==> src/hw/rtl/assert_macros.svh <==
// Assertion macros shared by the sprite compositor RTL.
// Depends on nothing; included by the files that carry assertions.
`ifndef ASSERT_MACROS_SVH
`define ASSERT_MACROS_SVH

// Same-cycle implication, muted while reset is high.
`define ASSERT_IMPLIES(label, clk, rst, ante, cons) \
   label: assert property (@(posedge clk) disable iff (rst) (ante) |-> (cons)) \
      else $error("assertion failed");

// Next-cycle implication, muted while reset is high.
`define ASSERT_NEXT(label, clk, rst, ante, cons) \
   label: assert property (@(posedge clk) disable iff (rst) (ante) |=> (cons)) \
      else $error("assertion failed");

`endif

==> src/hw/rtl/scc_pkg.sv <==
// Shared types, constants and helpers of the sprite scanline compositor.
// Depends on nothing; used by every RTL module of the block except scc_ram.
`default_nettype none

package scc_pkg;

   localparam int SPRITE_SLOTS_DEF = 64;
   localparam int MAX_SPRITE_DIM   = 256;
   localparam int LINE_WIDTH       = 1024;

   localparam int DIM_W  = 9;
   localparam int POS_W  = 11;
   localparam int ROW_W  = 10;
   localparam int COL_W  = 8;
   localparam int PIX_W  = 32;
   localparam int ADDR_W = 10;
   localparam int BYTE_W = 8;
   localparam int SIDX_W = 6;
   localparam int CSR_W  = 11;

   localparam logic OP_WRITE_ENTRY = 1'b0;
   localparam logic OP_COMPOSITE   = 1'b1;

   localparam logic CSR_SCAN_WIDTH = 1'b0;
   localparam logic CSR_SYNC_BYTE  = 1'b1;

   localparam logic [POS_W-1:0]  SCAN_WIDTH_RESET = 11'd640;
   localparam logic [BYTE_W-1:0] SYNC_BYTE_RESET  = 8'h00;

   localparam logic [PIX_W-1:0]  ALPHA8888_MASK  = 32'hFF00_0000;
   localparam logic [BYTE_W-1:0] ALPHA2222_MASK  = 8'hC0;
   localparam logic [BYTE_W-1:0] COLOUR2222_MASK = 8'h3F;
   localparam logic [ADDR_W-1:0] ADDR_SWIZZLE    = 10'd2;

   typedef logic [0:0] fmt_type;
   localparam fmt_type FMT_RGBA8888 = 1'b0;
   localparam fmt_type FMT_RGBA2222 = 1'b1;

   typedef struct packed {
      logic signed [POS_W-1:0] x;
      logic signed [POS_W-1:0] y;
      logic [DIM_W-1:0]        w;
      logic [DIM_W-1:0]        h;
      fmt_type                 fmt;
      logic                    en;
   } sprite_entry_type;

   localparam int ENTRY_W = $bits(sprite_entry_type);

   typedef struct packed {
      logic              opcode;
      logic              in_range;
      logic [ROW_W-1:0]  scan_row;
      logic [COL_W-1:0]  column;
      logic [PIX_W-1:0]  source_pixel;
   } pixel_req_type;

   typedef struct packed {
      logic              write_valid;
      logic [ADDR_W-1:0] write_address;
      logic [BYTE_W-1:0] write_byte;
   } write_result_type;

   // Clamp a frame dimension to the largest supported sprite.
   function automatic logic [DIM_W-1:0] sat_dim(input logic [DIM_W-1:0] v);
      logic [DIM_W-1:0] r;
      if (int'(v) > MAX_SPRITE_DIM) begin
         r = DIM_W'(MAX_SPRITE_DIM);
      end else begin
         r = v;
      end
      return r;
   endfunction

endpackage

`default_nettype wire

==> src/hw/rtl/scc_ram.sv <==
// Generic single-write, single-read synchronous RAM with registered read data.
// Depends on nothing.
`default_nettype none

module scc_ram #(
   parameter int WIDTH = 8,
   parameter int DEPTH = 16
) (
   input  wire logic                                   clock,
   input  wire logic                                   wr_en,
   input  wire logic [((DEPTH > 1) ? $clog2(DEPTH) : 1)-1:0] wr_addr,
   input  wire logic [WIDTH-1:0]                       wr_data,
   input  wire logic                                   rd_en,
   input  wire logic [((DEPTH > 1) ? $clog2(DEPTH) : 1)-1:0] rd_addr,
   output      logic [WIDTH-1:0]                       rd_data
);

   logic [WIDTH-1:0] mem [DEPTH];
   logic [WIDTH-1:0] rd_data_ff;

   always_ff @(posedge clock) begin
      if (wr_en) begin
         mem[wr_addr] <= wr_data;
      end
      if (rd_en) begin
         rd_data_ff <= mem[rd_addr];
      end
   end

   assign rd_data = rd_data_ff;

endmodule

`default_nettype wire

==> src/hw/rtl/scc_table.sv <==
// Sprite attribute table: RAM plus per-entry valid bits for reset.
// Depends on scc_pkg and scc_ram.
`default_nettype none

module scc_table #(
   parameter int SPRITE_SLOTS = scc_pkg::SPRITE_SLOTS_DEF
) (
   input  wire logic                       clock,
   input  wire logic                       reset,
   input  wire logic                       wr_en,
   input  wire logic                       rd_en,
   input  wire logic [((SPRITE_SLOTS > 1) ? $clog2(SPRITE_SLOTS) : 1)-1:0] addr,
   input  wire logic                       in_range,
   input  wire scc_pkg::sprite_entry_type  wr_entry,
   output      scc_pkg::sprite_entry_type  rd_entry
);
   import scc_pkg::*;

   logic [SPRITE_SLOTS-1:0] valid_ff, valid_in;
   logic                    rd_valid_ff, rd_valid_in;
   logic [ENTRY_W-1:0]      ram_rd_data;

   scc_ram #(
      .WIDTH (ENTRY_W),
      .DEPTH (SPRITE_SLOTS)
   ) u_ram (
      .clock   (clock),
      .wr_en   (wr_en && in_range),
      .wr_addr (addr),
      .wr_data (wr_entry),
      .rd_en   (rd_en),
      .rd_addr (addr),
      .rd_data (ram_rd_data)
   );

   always_comb begin
      valid_in = valid_ff;
      if (wr_en && in_range) begin
         valid_in[addr] = 1'b1;
      end
   end

   // an entry never written reads as disabled
   assign rd_valid_in = in_range && valid_ff[addr];

   always_ff @(posedge clock) begin
      if (reset) begin
         valid_ff    <= '0;
         rd_valid_ff <= 1'b0;
      end else begin
         valid_ff <= valid_in;
         if (rd_en) begin
            rd_valid_ff <= rd_valid_in;
         end
      end
   end

   assign rd_entry = rd_valid_ff ? sprite_entry_type'(ram_rd_data) : '0;

endmodule

`default_nettype wire

==> src/hw/rtl/scc_shade.sv <==
// Pixel evaluation: row/column test, clipping, alpha test and colour packing.
// Depends on scc_pkg.
`default_nettype none

module scc_shade (
   input  wire scc_pkg::sprite_entry_type  entry,
   input  wire scc_pkg::pixel_req_type     req,
   input  wire logic [scc_pkg::POS_W-1:0]  scan_width,
   input  wire logic [scc_pkg::BYTE_W-1:0] sync_byte,
   output      scc_pkg::write_result_type  result
);
   import scc_pkg::*;

   logic signed [POS_W:0] row_s, y_s, y_end, x_s, pos;
   logic [POS_W-1:0]      pos_low;
   logic                  row_ok, col_ok, pos_ok, opaque, hit;
   logic [5:0]            colour;

   always_comb begin
      row_s   = $signed({2'b00, req.scan_row});
      y_s     = $signed({entry.y[POS_W-1], entry.y});
      y_end   = y_s + $signed({3'b000, entry.h});
      x_s     = $signed({entry.x[POS_W-1], entry.x});
      pos     = x_s + $signed({4'b0000, req.column});
      pos_low = pos[POS_W-1:0];

      row_ok = (row_s >= y_s) && (row_s < y_end);
      col_ok = {1'b0, req.column} < entry.w;
      pos_ok = !pos[POS_W] && (pos_low < scan_width) &&
               (32'(pos_low) < 32'(LINE_WIDTH));

      if (entry.fmt == FMT_RGBA8888) begin
         opaque = (req.source_pixel & ALPHA8888_MASK) != '0;
         colour = {req.source_pixel[23:22], req.source_pixel[15:14],
                   req.source_pixel[7:6]};
      end else begin
         opaque = (req.source_pixel[BYTE_W-1:0] & ALPHA2222_MASK) != '0;
         colour = 6'(req.source_pixel[BYTE_W-1:0] & COLOUR2222_MASK);
      end

      hit = (req.opcode == OP_COMPOSITE) && req.in_range && entry.en &&
            row_ok && col_ok && pos_ok && opaque;

      result.write_valid   = hit;
      result.write_address = hit ? (pos[ADDR_W-1:0] ^ ADDR_SWIZZLE) : '0;
      result.write_byte    = hit ? ({2'b00, colour} | sync_byte) : '0;
   end

endmodule

`default_nettype wire

==> src/hw/rtl/sprite_scanline_compositor.sv <==
// A taken word is registered in req_ff beside its table read, then its result in result_ff.
// Throughput: one word per clock once busy is low; busy clears after reset falls, then stays low.
// The table RAM is read and written at the accepting edge, so neighbours never collide.
// Every word, table write included, yields exactly one rsp_valid strobe.
// Reset (synchronous, high) disables all table entries via valid bits and
// restores scan_width 640 and sync_byte 0; the receiver cannot stall.
`default_nettype none
`include "assert_macros.svh"

module sprite_scanline_compositor #(
   parameter int SPRITE_SLOTS = scc_pkg::SPRITE_SLOTS_DEF
) (
   input  wire logic                         clock,
   input  wire logic                         reset,
   input  wire logic                         start,
   output      logic                         busy,
   input  wire logic                         req_opcode,
   input  wire logic [scc_pkg::SIDX_W-1:0]   req_sprite_index,
   input  wire logic signed [scc_pkg::POS_W-1:0] req_sprite_x,
   input  wire logic signed [scc_pkg::POS_W-1:0] req_sprite_y,
   input  wire logic [scc_pkg::DIM_W-1:0]    req_sprite_width,
   input  wire logic [scc_pkg::DIM_W-1:0]    req_sprite_height,
   input  wire logic                         req_pixel_format,
   input  wire logic                         req_sprite_enabled,
   input  wire logic [scc_pkg::ROW_W-1:0]    req_scan_row,
   input  wire logic [scc_pkg::COL_W-1:0]    req_column,
   input  wire logic [scc_pkg::PIX_W-1:0]    req_source_pixel,
   output      logic                         rsp_valid,
   output      logic                         rsp_write_valid,
   output      logic [scc_pkg::ADDR_W-1:0]   rsp_write_address,
   output      logic [scc_pkg::BYTE_W-1:0]   rsp_write_byte,
   input  wire logic                         csr_write_enable,
   input  wire logic                         csr_index,
   input  wire logic [scc_pkg::CSR_W-1:0]    csr_write_data
);
   import scc_pkg::*;

   localparam int IDX_W = (SPRITE_SLOTS > 1) ? $clog2(SPRITE_SLOTS) : 1;

   logic             accept;
   logic             entry_write;
   logic             busy_ff, busy_in;
   logic [IDX_W-1:0] table_addr;
   logic             in_range;
   sprite_entry_type wr_entry, rd_entry;

   // stage 1: request held while the table read completes
   logic             stage_ff, stage_in;
   pixel_req_type    req_ff, req_in;

   // stage 2: result word
   logic             rsp_valid_ff, rsp_valid_in;
   write_result_type result_ff, result_in;

   logic [POS_W-1:0]  scan_width_ff, scan_width_in;
   logic [BYTE_W-1:0] sync_byte_ff, sync_byte_in;

   logic             idle_word;
   logic             fields_clear;

   // hold busy through reset only; the block takes a word every cycle after
   assign busy_in = 1'b0;
   assign busy    = busy_ff;
   assign accept  = start && !busy;

   assign entry_write = accept && (req_opcode == OP_WRITE_ENTRY);

   assign table_addr = IDX_W'(req_sprite_index);
   assign in_range   = 32'(req_sprite_index) < 32'(SPRITE_SLOTS);

   // clamp oversized frames as the entry is stored
   always_comb begin
      wr_entry.x   = req_sprite_x;
      wr_entry.y   = req_sprite_y;
      wr_entry.w   = sat_dim(req_sprite_width);
      wr_entry.h   = sat_dim(req_sprite_height);
      wr_entry.fmt = fmt_type'(req_pixel_format);
      wr_entry.en  = req_sprite_enabled;
   end

   scc_table #(
      .SPRITE_SLOTS (SPRITE_SLOTS)
   ) u_table (
      .clock    (clock),
      .reset    (reset),
      .wr_en    (entry_write),
      .rd_en    (accept),
      .addr     (table_addr),
      .in_range (in_range),
      .wr_entry (wr_entry),
      .rd_entry (rd_entry)
   );

   always_comb begin
      stage_in = accept;
      req_in   = req_ff;
      if (accept) begin
         req_in.opcode       = req_opcode;
         req_in.in_range     = in_range;
         req_in.scan_row     = req_scan_row;
         req_in.column       = req_column;
         req_in.source_pixel = req_source_pixel;
      end
   end

   scc_shade u_shade (
      .entry      (rd_entry),
      .req        (req_ff),
      .scan_width (scan_width_ff),
      .sync_byte  (sync_byte_ff),
      .result     (result_in)
   );

   assign rsp_valid_in = stage_ff;

   // configuration decode
   always_comb begin
      scan_width_in = scan_width_ff;
      sync_byte_in  = sync_byte_ff;
      if (csr_write_enable) begin
         unique case (csr_index)
            CSR_SCAN_WIDTH: scan_width_in = csr_write_data;
            CSR_SYNC_BYTE:  sync_byte_in  = csr_write_data[BYTE_W-1:0];
            default:        scan_width_in = scan_width_ff;
         endcase
      end
   end

   always_ff @(posedge clock) begin
      if (reset) begin
         busy_ff       <= 1'b1;
         stage_ff      <= 1'b0;
         rsp_valid_ff  <= 1'b0;
         scan_width_ff <= SCAN_WIDTH_RESET;
         sync_byte_ff  <= SYNC_BYTE_RESET;
      end else begin
         busy_ff       <= busy_in;
         stage_ff      <= stage_in;
         rsp_valid_ff  <= rsp_valid_in;
         scan_width_ff <= scan_width_in;
         sync_byte_ff  <= sync_byte_in;
      end
   end

   // payload: no reset, qualified by the strobes
   always_ff @(posedge clock) begin
      req_ff    <= req_in;
      result_ff <= result_in;
   end

   assign rsp_valid         = rsp_valid_ff;
   assign rsp_write_valid   = rsp_valid_ff && result_ff.write_valid;
   assign rsp_write_address = result_ff.write_address;
   assign rsp_write_byte    = result_ff.write_byte;

   assign idle_word    = rsp_valid && !rsp_write_valid;
   assign fields_clear = (rsp_write_address == '0) && (rsp_write_byte == '0);

   `ASSERT_NEXT(a_word_in_flight, clock, reset, accept, stage_ff)
   `ASSERT_NEXT(a_strobe_follows, clock, reset, stage_ff, rsp_valid)
   `ASSERT_NEXT(a_table_write_silent, clock, reset, entry_write, !result_in.write_valid)
   `ASSERT_IMPLIES(a_idle_fields_zero, clock, reset, idle_word, fields_clear)

endmodule

`default_nettype wire

==> config.mk <==
export PLATFORM = sky130hd
export DESIGN_NAME = sprite_scanline_compositor
export DESIGN_NICKNAME = d
export VERILOG_FILES = /design/src/hw/rtl/scc_pkg.sv /design/src/hw/rtl/scc_ram.sv /design/src/hw/rtl/scc_table.sv /design/src/hw/rtl/scc_shade.sv /design/src/hw/rtl/sprite_scanline_compositor.sv
export VERILOG_INCLUDE_DIRS = /design/src /design/src/hw/rtl
export SDC_FILE = /design/constraint.sdc
export NUM_CORES = 2
export LEC_CHECK = 0
export BUFFER_PORTS_ARGS = -buffer_cell sky130_fd_sc_hd__buf_4
export CORE_ASPECT_RATIO = 0.5
export CORE_MARGIN = 2
export CORE_UTILIZATION = 40
export DETAILED_ROUTE_END_ITERATION = 6
export PLACE_DENSITY = 0.55
export SLEW_MARGIN = 15
export SYNTH_ARGS = -nofsm -noshare
export SYNTH_HDL_FRONTEND = slang
export SYNTH_HIERARCHICAL = 1
export SYNTH_SLANG_ARGS = --single-unit
==> constraint.sdc <==
create_clock -name clock -period 8.3 [get_ports clock]
set_clock_uncertainty 0.1 [all_clocks]
set_input_delay 0.83 -clock clock [delete_from_list [all_inputs] [get_ports clock]]
set_output_delay 0.83 -clock clock [all_outputs]
set_load 0.02 [all_outputs]
* After elaboration in Yosys (flattened, before gate mapping)
Memories as Yosys holds them, arrays and structs flattened. A register that Yosys moved wholly into a read port is not among the register bits.
Index checks and enable logic that the tools add are counted.
** Word-level totals
- Register bits after elaboration :: 157
- Input bits :: 115
- Memories :: 1
- Word-level logic and storage cells :: 61
- Output and inout bits :: 21
- RAM bits :: 2688
** Operators by class
- Bitwise operators :: 5
- Reduce and logical (&&, ||, !) cells :: 18
- Add/subtract/negate cells :: 2
- Muxes and demuxes :: 12
- Order comparisons :: 9
** Memories
- u_table.u_ram.mem :: depth 64, bits a word 42, rd ports 1, clocked after memory_dff 1, wr ports 1, RTL line scc_ram.sv:18 : logic [WIDTH-1:0] mem [DEPTH];
** Operators by type and width (number)
- bitwise OR 64 bit :: 1
- 2-to-1 mux 42 bit :: 1
- nonzero test 32 bit :: 1
- greater-than comparator 9 bit, second input constant :: 2
- 2-to-1 mux 9 bit :: 2
- adder 11 x 10 -> 12 bit :: 1
- adder 11 x 9 -> 12 bit :: 1
- logical AND 1 bit :: 12
- < comparator 11 x 12 -> 1 bit :: 1
- >= comparator 11 bit :: 1
- < comparator 11 bit :: 1
- < comparator 11 bit, second input constant :: 1
- < comparator 8 x 9 -> 1 bit :: 1
- bitwise OR 6 x 8 -> 8 bit :: 1
- nonzero test 8 bit :: 1
- < comparator 6 x 7 -> 1 bit, second input constant :: 1
- binary-select mux 1 bit (select 6 bit) :: 1
- demux 1 bit (select 6 bit) :: 1
- >= comparator 6 x 1 -> 1 bit, second input constant :: 1
- 2-to-1 mux 1 bit :: 6
- 2-to-1 mux 6 bit :: 1
- AND reduction 2 bit :: 2
- NOT 1 bit :: 3
- logical NOT 1 bit :: 2

* Depth between registers and ports, before layout
- Word-level depth :: 8
- Gate-level depth with buffers :: 18
- Gate-level depth less buffers :: 15

* Hierarchy
The synthesis kept the hierarchy.
** Modules (own cells, without submodules)
- scc_ram :: cells an instance 4352, times used 1, area an instance 103768.3 um^2, sequential area each 81978.6 um^2
- sprite_scanline_compositor :: cells an instance 191, times used 1, area an instance 3051.7 um^2, sequential area each 2352.3 um^2
- scc_table :: cells an instance 354, times used 1, area an instance 2951.6 um^2, sequential area each 1301.2 um^2
- scc_shade :: cells an instance 267, times used 1, area an instance 2058.2 um^2, sequential area each 0.0 um^2

* Worst setup path after synthesis
OpenSTA, ideal clock, no wires.
- Path kind :: input-to-reg
- Start point :: input port start
- End point :: memory u_table/u_ram/mem[48][0] (netlist name), enable pin
- Data arrival time :: 4.312 ns
- Required time :: 7.707 ns
- Setup slack :: 3.395 ns
- Setup time :: 0.493 ns
- Stages :: 5
- Path buffers :: 0
- Cell sequence :: nand2b_1 nor2_1 and2_1 nand4b_1 nor3_1
** On the way
- Longest elaborated chain between the ends :: 4
** RTL lines
- start: declaration :: RTL line sprite_scanline_compositor.sv:15 : input wire logic start,
- logical AND 1 bit :: RTL line sprite_scanline_compositor.sv:64 : assign accept = start && !busy;
- logical AND 1 bit :: RTL line sprite_scanline_compositor.sv:66 : assign entry_write = accept && (req_opcode == OP_WRITE_ENTRY);
- net entry_write :: RTL line sprite_scanline_compositor.sv:41 : logic entry_write;
- 2-to-1 mux 1 bit :: RTL line scc_ram.sv:22 : if (wr_en) begin
- 2-to-1 mux 1 bit (not written as such) :: RTL line scc_ram.sv:23 : mem[wr_addr] <= wr_data;
- end: declaration :: RTL line scc_ram.sv:18
The timed path passes the listed nets, and every way through them passes these cells.

==> results.md <==
- The flow ran to the end, and the final reports show no timing, DRC or antenna violations.
- Counting instances, the worst hold path has a depth of 1.
- The clock reaches the later pin of the worst-skew pair after about 0.85 ns.
- Overall power consumption after layout is estimated at 29.4 mW.
- The layout cell share with drive strength beyond 1 is 26.2%.
- Tracing the worst setup path back leads to its startpoint at u_table/rd_valid_ff$_SDFFE_PP0P_.
- In the final layout, flip-flops and latches occupy between 80000 and 90000 sq um.
- The met2 routed wirelength is 134 mm.
- In this run the worst path has a maximum fanout of 43.
- The clock transition time at the flip-flop clock pins of the worst setup and hold paths is 0.07 ns.
- For the pin with the worst max-slew slack, the measured transition is 1.35 ns.
- The leakage power total is 40.3 nW.
- The worst reg-to-reg setup slack is 3.80 ns.
- Based on the critical path, the design can be clocked at up to 0.222 GHz.
- The initial core utilization is 40.4%.
- In this run the critical register-to-register path is launched from u_table/rd_valid_ff$_SDFFE_PP0P_.
- The mean area per synthesized cell is between 20 and 25 sq um.
- Signal routing reaches up to met5.
- Summing all multi-input logic gate instances after layout gives 25100 sq um.
- Buffers placed on the I/O ports in this run total ~120.
- On the worst path, the slowest cell contributes a delay of 0.49 ns.
- The area enclosed by the die boundary is 283000 sq um.
- The capture instance of the worst register-to-register path is rsp_write_address[6]$_DFF_P_.
- The number of rows in the core area is 136.
- The buffer cell driving the clock tree root is clkbuf_16.
- Setup repair after global routing left no endpoint under its margin.
- Across the run, the number of max-cap violations was 0.
- The total grt overflow is 0.
- The data arrival time at the worst-slack endpoint is 5.12 ns.
- The number of DRC markers after the initial detailed-route iteration is 7001.
- The final count of pins violating max slew is 0.
- The clock passes through at most 4 buffers.
- The path class of the tightest hold or removal check is input port to flop.
- The sum of met3 wire segment lengths after detailed routing is 26.9 mm.
- The number of nets in the layout is 5583.
- The first detailed-routing pass took 6 iterations.
- Measured in cells, the most critical reg-to-reg path has a length of 15.
- Detailed placement ended at an HPWL of 163 mm.
- The power density over the cells is 233 nW/um^2.
- The layout-stage area growth over the synthesis result is 12.9%.
- The worst setup path is launched from a flop.
- Hold timing on the final database bottoms out at a slack of 0.0738 ns.
- The post-place setup slack is 3.18 ns.
- The remaining number of nets flagged by the antenna check after routing is 0.
- The buffers inserted during post-CTS setup optimization is 0.
- The setup TNS after final layout is 0 ns.
- The signal on the critical path passes through buf_4, and2_1, ha_1, a2111oi_0, nand2b_1, a221oi_1, xnor2_1, ha_1, nand2_1, nor3_1, a221oi_1, a2bb2oi_1, o32a_1, buf_4, nor4b_2.
- Summing over every cut layer, the via total after detailed routing is 54800.
- The number of buffers inserted by hold repair at cts is 0.
- The number of gates resized after cts is 0.
- The standard cell core area is ~280000 sq um.
- The width of the chip is ~750 um.
- The I/O pin count is 136.
- The fill cell total of the finished layout is 23000.
- The fraction of the cycle the final worst path needs is 54.3%.
- The worst-case IR drop observed on VDD is 0.000139 V.
- The capturing element type of the critical path is a flop.
- The via count of the first global-routing pass came to between 50000 and 60000.
- The detailed router put a total of 131 mm of wire on met1.
- The initial antenna violation count is 26.
- In the routed design, unresolved DRC markers number 0.
- The number of clock buffers inserted by TritonCTS is 271.
- After technology mapping, the gate count stands at 5152.
- The worst setup slack after layout is 3.80 ns.
- The vertical extent of the die is between 300 and 400 um.
- The ratio of routed vias to standard cells is about 6.
- TritonCTS built the clock tree.
- The source of the worst hold timing path is req_column[5].
- The maximum number of pins on one net before global-route repair is 131.
- The first global-routing pass estimated around 410 mm of wire.
- The routed wirelength normalized by instance count is 31.8 um.
- The count of endpoints failing hold in the final timing report is 0.
- The combined global-route utilization of all metal layers is 20.7%.
- The clock net sink count is about 2900.
- In this design, the largest share of critical-path delay is due to compound AO/OA/AOI/OAI gates.
- Setup violations remaining at the end of the flow were counted as 0.
- The buffer and inverter count on the worst path is 2.
- By startpoint and endpoint, the worst setup path is classified as flop to flop.
- Routability-driven placement finished with a final weighted congestion of 0.821.
- The highest-delay cell along the critical path is a2111oi_0.
- The total number of yosys warnings is 6.
- The cell area that synthesis handed to floorplanning was 111000 sq um.
- The worst endpoint required time is 8.92 ns.
- The worst slew slack as a fraction of its limit is a little under a tenth.
- The worst hold path terminates at req_ff[37]$_DFFE_PP_.
- The clock tree synthesis step divided the H-tree into 5 levels.
- The routed design could run at a clock period as short as between 4 and 5 ns.
- After detailed routing, the total wire length is 297 mm.
stage by stage:
step / instances / area, sq um / utilization, %
finish: 9345 / 126000 / 45.6
global route: 9334 / 126000 / 45.6
global placement: 8863 / 117000 / 42.5
detailed placement: 8865 / 117000 / 42.6
floorplan: 5154 / 111000 / -
CTS: 9331 / 126000 / 45.6
cell type report:
| cell class | count | share of cell area [%] |
|---|---|---|
| clock buffers | 353 | 5.80 |
| flip-flops and latches | 2875 | 67.8 |
| inverters | 32 | 0.103 |
| well taps | 3726 | 3.70 |
| repair buffers | 281 | 1.83 |
| multi-input cells | 1952 | 20.0 |
| diodes | 13 | 0.0259 |
| clock inverters | 113 | 0.811 |
flip-flops by register name, indices dropped and copies added, names as in the netlist:
signal and cells:
result_ff 1, u_table/rd_valid_ff 1, busy 1, u_table/valid_ff 64, rsp_write_byte 8, rsp_valid_in 1, scan_width_ff 11, u_table/u_ram/rd_data 42
rsp_valid 1, u_table/u_ram/mem 2688, sync_byte_ff 8, rsp_write_address 10, req_ff 39
where the power goes:
part           leakage [nW]  total (mW)  switching [mW]  internal [mW]
Sequential             26.6        15.9          0.0181           15.9
Clock                  4.05        12.0            5.25           6.74
Combinational          9.65        1.43           0.920          0.509
layout by cell type (no fill, tap or decap), drive strengths merged, types with 9 or more instances in the layout:
cell    instances
a211oi         33
a21oi         116
a221oi         29
a222oi          9
a22o           17
a22oi          94
and2           58
buf           281
bufinv         17
clkbuf        353
clkinv         89
dfxtp         106
diode          13
edfxtp       2769
ha             53
inv            38
mux2           41
mux2i         198
mux4          687
nand2          60
nand2b         42
nand3          18
nand3b         13
nor2          213
nor2b          44
nor3           27
nor3b          11
o21ai          21
o221ai         34
o22ai          31
how the worst max path moves through the flow:
stage,endpoint,slack [ns],depth (start not counted)
global placement,u_table/u_ram/mem[41][36]$_DFFE_PP_,3.28,5
detailed placement,u_table/u_ram/mem[41][6]$_DFFE_PP_,3.18,5
finish,rsp_write_address[6]$_DFF_P_,3.80,15
global route,rsp_write_address[6]$_DFF_P_,3.45,15
floorplan,u_table/u_ram/mem[48][0]$_DFFE_PP_,3.39,5
CTS,rsp_write_address[6]$_DFF_P_,3.81,15
layer usage:
| metal | track usage [%] | up-vias |
|---|---|---|
| met4 | 4.45 | 10 |
| li1 | - | 22100 |
| met1 | 31.2 | 30000 |
| met2 | 31.2 | 2305 |
| met3 | 4.17 | 388 |
| met5 | 0 | - |
No activity file was read; power rests on OpenSTA's default activity.
